### src/hdl/rcb_pkg.sv
package rcb_pkg;

	// Q1.16 value of one
	localparam logic [16:0] ONE_Q16 = 17'h10000;

	// input actions
	typedef enum logic [1:0] {
		ACT_TICK  = 2'd0,
		ACT_COLOR = 2'd1,
		ACT_START = 2'd2,
		ACT_CUT   = 2'd3
	} rcb_action_t;

	// configuration register indexes
	typedef enum logic [1:0] {
		REG_ALPHA_OFFSET = 2'd0,
		REG_MASTER_ALPHA = 2'd1,
		REG_BLEND_STEP   = 2'd2
	} rcb_reg_t;

	// load enables of the lane pipeline stages
	typedef struct packed {
		logic s1;
		logic s2;
		logic s3;
		logic s4;
	} rcb_stage_en_t;

	// alpha plus signed offset, clamped to 0..255
	function automatic logic [7:0] clamp_alpha(input logic [7:0] a, input logic signed [8:0] off);
		logic signed [9:0] sum;
		logic [7:0]        res;
		sum = $signed({2'b00, a}) + $signed({off[8], off});
		if (sum < 10'sd0)
			res = 8'd0;
		else if (sum > 10'sd255)
			res = 8'd255;
		else
			res = sum[7:0];
		return res;
	endfunction

endpackage

### src/hdl/rcb_fade.sv
module rcb_fade import rcb_pkg::*; (
	input  logic        clk,
	input  logic        arst_n,
	input  logic        accept,
	input  logic [1:0]  action,
	input  logic [16:0] blend_step,
	output logic [16:0] fraction,
	output logic        active_next
);

	logic [16:0] fraction_q;
	logic [16:0] fraction_d;
	logic [17:0] sum;

	assign fraction = fraction_q;

	// next blend fraction for the action in transfer
	always_comb begin
		sum = {1'b0, fraction_q} + {1'b0, blend_step};
		fraction_d = fraction_q;
		unique case (rcb_action_t'(action))
			ACT_TICK: begin
				if (fraction_q < ONE_Q16)
					fraction_d = (sum > {1'b0, ONE_Q16}) ? ONE_Q16 : sum[16:0];
			end
			ACT_COLOR: fraction_d = fraction_q;
			ACT_START: fraction_d = '0;
			ACT_CUT:   fraction_d = ONE_Q16;
			default:   fraction_d = fraction_q;
		endcase
	end

	assign active_next = (fraction_d < ONE_Q16);

	// fraction register
	always_ff @(posedge clk or negedge arst_n) begin
		if (!arst_n)
			fraction_q <= ONE_Q16;
		else if (accept)
			fraction_q <= fraction_d;
	end

endmodule

### src/hdl/rcb_lane.sv
module rcb_lane import rcb_pkg::*; (
	input  logic          clk,
	input  rcb_stage_en_t en,
	input  logic [7:0]    cur,
	input  logic [7:0]    prev,
	input  logic [16:0]   fraction_s1,
	input  logic [7:0]    master_alpha,
	output logic [7:0]    ch_s4
);

	logic [7:0]  cur_s1;
	logic [7:0]  prev_s1;
	logic [7:0]  blend_s2;
	logic [15:0] prod_s3;
	logic [24:0] mix;
	logic [16:0] inv;
	logic [16:0] div_sum;

	// stage 1: channel capture
	always_ff @(posedge clk) begin
		if (en.s1) begin
			cur_s1  <= cur;
			prev_s1 <= prev;
		end
	end

	// stage 2: linear cross-fade, truncated
	always_comb begin
		inv = ONE_Q16 - fraction_s1;
		mix = 25'({8'd0, fraction_s1} * {17'd0, cur_s1}) + 25'({8'd0, inv} * {17'd0, prev_s1});
	end

	always_ff @(posedge clk) begin
		if (en.s2)
			blend_s2 <= mix[23:16];
	end

	// stage 3: intensity product
	always_ff @(posedge clk) begin
		if (en.s3)
			prod_s3 <= {8'd0, blend_s2} * {8'd0, master_alpha};
	end

	// stage 4: exact divide by 255 for products of two bytes
	assign div_sum = {1'b0, prod_s3} + 17'd1 + {9'd0, prod_s3[15:8]};

	always_ff @(posedge clk) begin
		if (en.s4)
			ch_s4 <= div_sum[15:8];
	end

endmodule

### src/hdl/rgba_crossfade_blender.sv
// RGBA8 cross-fade blender. Each transfer carries an action: a color pair gets its two alphas
// offset and clamped, every channel cross-faded from the previous color to the current one by
// the Q1.16 blend fraction and then scaled by master_alpha/255 (truncating); tick advances the
// fraction by blend_step up to one, start sets it to zero, cut to one. Every action returns one
// result, out_color being zero for all but color pairs, with fade_active taken after the action.
// One item is accepted every clock while in_stall is low; a result is offered from the last of
// the four register stages of the four channel lanes (capture at the transfer edge, cross-fade
// multiply, intensity multiply, divide by 255). Stalls hold only the stages behind a full one,
// so bubbles are squeezed out. Configuration writes are always ready.
module rgba_crossfade_blender import rcb_pkg::*; (
	input  logic        clk,
	input  logic        arst_n,
	input  logic        in_valid,
	output logic        in_stall,
	input  logic [1:0]  action,
	input  logic [31:0] current_color,
	input  logic [31:0] previous_color,
	output logic        out_valid,
	input  logic        out_stall,
	output logic [31:0] out_color,
	output logic        fade_active,
	input  logic        cfg_valid,
	output logic        cfg_ready,
	input  logic [1:0]  cfg_index,
	input  logic [16:0] cfg_data
);

	logic [8:0]    alpha_offset_q;
	logic [7:0]    master_alpha_q;
	logic [16:0]   blend_step_q;
	logic          in_accept;
	logic [16:0]   fraction;
	logic          active_next;
	rcb_stage_en_t en;
	logic          valid_s1, valid_s2, valid_s3, valid_s4;
	logic          color_s1, color_s2, color_s3, color_s4;
	logic          active_s1, active_s2, active_s3, active_s4;
	logic [16:0]   fraction_s1;
	logic [31:0]   cur_in;
	logic [31:0]   prev_in;
	logic [31:0]   packed_s4;

	// configuration writes
	assign cfg_ready = 1'b1;

	always_ff @(posedge clk or negedge arst_n) begin
		if (!arst_n) begin
			alpha_offset_q <= '0;
			master_alpha_q <= 8'hff;
			blend_step_q   <= ONE_Q16;
		end else if (cfg_valid && cfg_ready) begin
			unique case (rcb_reg_t'(cfg_index))
				REG_ALPHA_OFFSET: alpha_offset_q <= cfg_data[8:0];
				REG_MASTER_ALPHA: master_alpha_q <= cfg_data[7:0];
				REG_BLEND_STEP:   blend_step_q   <= cfg_data;
				default: ;
			endcase
		end
	end

	// stage enables: a stage loads when empty or when the one after it moves on
	always_comb begin
		en.s4 = !valid_s4 || !out_stall;
		en.s3 = !valid_s3 || en.s4;
		en.s2 = !valid_s2 || en.s3;
		en.s1 = !valid_s1 || en.s2;
	end

	assign in_stall  = !en.s1;
	assign in_accept = in_valid && !in_stall;

	// blend fraction state
	rcb_fade u_fade (
		.clk         (clk),
		.arst_n      (arst_n),
		.accept      (in_accept),
		.action      (action),
		.blend_step  (blend_step_q),
		.fraction    (fraction),
		.active_next (active_next)
	);

	// control pipeline
	always_ff @(posedge clk or negedge arst_n) begin
		if (!arst_n) begin
			valid_s1 <= 1'b0;
			valid_s2 <= 1'b0;
			valid_s3 <= 1'b0;
			valid_s4 <= 1'b0;
		end else begin
			if (en.s1) valid_s1 <= in_valid;
			if (en.s2) valid_s2 <= valid_s1;
			if (en.s3) valid_s3 <= valid_s2;
			if (en.s4) valid_s4 <= valid_s3;
		end
	end

	always_ff @(posedge clk) begin
		if (en.s1) begin
			color_s1    <= (rcb_action_t'(action) == ACT_COLOR);
			active_s1   <= active_next;
			fraction_s1 <= fraction;
		end
		if (en.s2) begin
			color_s2  <= color_s1;
			active_s2 <= active_s1;
		end
		if (en.s3) begin
			color_s3  <= color_s2;
			active_s3 <= active_s2;
		end
		if (en.s4) begin
			color_s4  <= color_s3;
			active_s4 <= active_s3;
		end
	end

	// alpha clamp ahead of the lanes
	assign cur_in  = {clamp_alpha(current_color[31:24], alpha_offset_q), current_color[23:0]};
	assign prev_in = {clamp_alpha(previous_color[31:24], alpha_offset_q), previous_color[23:0]};

	// one lane per channel
	for (genvar i = 0; i < 4; i++) begin : g_lane
		rcb_lane u_lane (
			.clk          (clk),
			.en           (en),
			.cur          (cur_in[8*i +: 8]),
			.prev         (prev_in[8*i +: 8]),
			.fraction_s1  (fraction_s1),
			.master_alpha (master_alpha_q),
			.ch_s4        (packed_s4[8*i +: 8])
		);
	end

	// merge lanes into the result
	assign out_valid   = valid_s4;
	assign out_color   = color_s4 ? packed_s4 : 32'd0;
	assign fade_active = active_s4;

endmodule

### config.mk
export PLATFORM = sky130hd
export DESIGN_NAME = rgba_crossfade_blender
export DESIGN_NICKNAME = d
export VERILOG_FILES = /design/src/hdl/rcb_pkg.sv /design/src/hdl/rcb_fade.sv /design/src/hdl/rcb_lane.sv /design/src/hdl/rgba_crossfade_blender.sv
export SDC_FILE = /design/constraint.sdc
export NUM_CORES = 2
export LEC_CHECK = 0
export ABC_AREA = 1
export BUFFER_PORTS_ARGS = -buffer_cell sky130_fd_sc_hd__clkbuf_2
export CORE_MARGIN = 10
export CORE_UTILIZATION = 66
export DETAILED_ROUTE_END_ITERATION = 8
export GPL_ROUTABILITY_DRIVEN = 0
export PLACE_DENSITY = 0.83
export SLEW_MARGIN = 20
export SYNTH_ARGS = -nofsm -noshare
export SYNTH_HDL_FRONTEND = slang
export SYNTH_SLANG_ARGS = --single-unit
### constraint.sdc
create_clock -name clk -period 8.4 [get_ports clk]
set_input_delay 0.42 -clock clk [delete_from_list [all_inputs] [get_ports clk]]
set_output_delay 0.42 -clock clk [all_outputs]
set_load 0.03 [all_outputs]
==> summary.md <==
| Metric | Value |
|---|---|
| R2r setup slk | `roughly 0.63 ns` |
| Htree depth | `2` |
| CP required | `around 9 ns` |
| Die ar. | `around 94000 µm²` |
| Max Fclk | `roughly 130 MHz` |
| Min Tclk post-route | `approximately 8 ns` |
| First-pass GRT wire length | `232800 µm` |
| Worst Path Max Fanout | `18` |
| Crit path DAT | `around 8.1 ns` |
| Starting DRC count in detailed routing | `between 3k and 4k` |
| Top cells by count, synth | `inv_1 (1765), nand2_1 (1559), fa_1 (1019), ha_1 (470), nor2_1 (382)` |
| Ys async rst share | `20.22%` |
| Core area | `80810 µm²` |
| Clk slew on worst S/H paths | `0.06 ns` |
| Io pins | `~130` |
| Count leader, synth | `inv_1` |
| Post-synth top area cell | `fa_1` |
| Nets | `8040` |
| Root buf cell | `clkbuf_16` |
| # DRC | `0` |
| HPWL after DPL | `~110000 µm` |
| Hold Slack | `roughly 0.0034 ns` |
| Die Span X | `about 310 µm` |
| Clock buffer depth | `3` |
| Largest net degree at the start of global routing | `a little under 70` |
| #FFs+latches synth | `between 200 and 300` |
| Initial Utilization | `roughly two thirds` |
| Critical Path Start Type | `flop` |
| Clk sinks | `272` |
| Post-synth EDFFs | `217` |
| Vias in the first global route | `around 46k` |
| Yosys top cell area share | `approximately 38%` |
| Max Cap Viol | `0` |
| Synth area leaders | `fa_1 (38%), inv_1 (12%), edfxtp_1 (12%)` |
| Final wirelength | `approximately 140000 µm` |
| Post-synthesis sequential area ratio | `between 10 and 15%` |
| Drt wl/cell | `around 19 µm` |
| Critical-path top delay cell | `inv_1` |
| Avg Synthesized Cell Area | `around 8.3 µm²` |
| Initial antenna violation count | `2` |
| Post-route clock skew | `approximately 0.021 ns` |
| Total track usage | `a little under a third` |
| Hold-fix buffers, CTS | `24` |
| Post-DRT Antenna Nets | `0` |
| Die Span Y | `between 300 and 400 µm` |
| Final Cell Area | `between 50000 and 60000 µm²` |
| Warning count from the yosys run | `0` |
| Netlist cell types | `57` |
| Period utilization | `92.49%` |
| Critical Path End Type | `flop` |
| Critical Path Most Common Cell | `inv_1` |
| Via Count | `~43k` |
| CTS Buf Count | `38` |
| Syn Inst Count | `about 6.5k` |
| HP Class | `in -> reg` |
| Area Overhead vs Synth | `5.067%` |
| Main flop type after synthesis | `edfxtp_1` |
| Slew Viols, Final | `0` |
| TNS Setup | `0 ns` |
| Placed cell area | `roughly 55000 µm²` |
| DR pass1 iterations | `7` |
| Final setup viols | `0` |
| Worst setup path category | `reg -> reg` |
| Relative slew margins | `roughly a fifth` |
| Ant. Diodes | `0` |
| CTS tree | `done` |
| Port bufs | `~120` |
| Worst-margin pin slew | `around 1.2 ns` |
| Post-Syn Nets | `around 8.1k` |
| Row count | `around 100` |
| Grt ovf | `0` |
| Final hold violations | `0` |
| Post-CTS setup buffers | `0` |
| Vias per std cell | `5.649` |
| Worst stage delay on the critical path | `0.65 ns` |
| Clk_lat worst skew | `0.60 ns` |
| Fraction of layout cells with a size suffix above 1 | `4.576%` |
| Status | `completed` |
| Netlist Area Pre-Place | `54000 µm²` |
| Unrepaired setup endpoints after global routing | `false` |
| CTS resizes | `0` |
placed cells by master (no fill, tap or decap), types with 10 or more instances in the layout:
master,synthesis,final
inv_1,1765,1764
nand2_1,1559,1557
fa_1,1019,1019
ha_1,470,470
nor2_1,382,382
edfxtp_1,217,217
a21oi_1,182,182
nand3_1,125,125
clkbuf_2,27,124
o21ai_0,105,105
xor2_1,88,88
xnor2_1,49,49
buf_4,3,47
dfrtp_1,45,45
nand4_1,44,44
clkbuf_16,0,40
dlygate4sd3_1,0,24
nor3_1,19,19
nand2_2,18,19
a21o_1,12,12
nand3b_1,11,11
dfstp_2,10,10
layer usage:
metal  GRT usage, %  up-vias  routed length, µm
met1          36.69    20657              49800
met5              0        -                 11
met4          19.01        2              10740
met3          7.595      733              16280
li1               -    18875                  -
met2          51.24     2388              65440
worst paths after layout:
check,from,end,cells after the start
worst min register to register,color_s3$_DFFE_PP_,color_s4$_DFFE_PP_,0
min in group asynchronous,arst_n,valid_s2$_DFFE_PN0P_,3
worst max register to register,fraction_s1[0]$_DFFE_PN_,g_lane[0].u_lane.blend_s2[5]$_DFFE_PP_,29
max in group asynchronous,arst_n,blend_step_q[15]$_DFFE_PN0P_,3
worst min-delay path,previous_color[21],g_lane[2].u_lane.prev_s1[5]$_DFFE_PN_,1
worst max-delay path,fraction_s1[0]$_DFFE_PN_,g_lane[0].u_lane.blend_s2[5]$_DFFE_PP_,29
critical path, delay by kind of cell (launching register included):
family,cells,cell delay [ns]
AND/OR/NAND/NOR,10,1.40
buffers and inverters,8,1.34
adder cells (fa/ha/maj),8,3.51
AO/OA/AOI/OAI,2,0.59
XOR/XNOR,1,0.15
flip-flops,1,0.50
through the flow:
| step | instances | setup WS (ns) | utilization [%] |
|---|---|---|---|
| floorplan | 6507 | 1.613 | - |
| global placement | 7456 | 1.108 | 68.25 |
| detailed placement | 7456 | 0.8675 | 68.25 |
| CTS | 7550 | 0.8061 | 70.19 |
| global route | 7551 | 0.3602 | 70.21 |
| finish | 7551 | 0.6307 | 70.21 |
sequential cells by signal (all words and copies together), names as in the netlist, 8 cells and up:
name                    cells
alpha_offset_q              9
blend_step_q               17
fraction_s1                17
g_lane.u_lane.blend_s2     32
g_lane.u_lane.ch_s4        32
g_lane.u_lane.cur_s1       32
g_lane.u_lane.prev_s1      32
g_lane.u_lane.prod_s3      64
master_alpha_q              8
u_fade.fraction            17
logic make-up (layout without fill, tap and decap cells):
| family | Yosys count | in the layout | share of synthesized area, % |
|---|---|---|---|
| AND/OR/NAND/NOR | 2186 | 2186 | 16.09 |
| buffers and inverters | 2050 | 2034 | 14.45 |
| adder cells (fa/ha/maj) | 1489 | 1489 | 48.67 |
| AO/OA/AOI/OAI | 364 | 364 | 3.758 |
| flip-flops | 272 | 272 | 14.64 |
| XOR/XNOR | 137 | 137 | 2.222 |
| multiplexers | 8 | 8 | 0.1668 |
| other | 1 | 1 | 0.006944 |
final cells by class:
type	count	area [µm²]
Fill cell	5939	24070
Timing Repair Buffer	196	1229
Clock buffer	48	1061
Clock inverter	22	269.0
Multi-Input combinational cell	4185	38310
Inverter	1768	6639
Tap cell	1060	1326
Sequential cell	272	7905
Power is not shown: default switching activity piles up to over one toggle a cycle in this logic, so the estimate is an artifact.
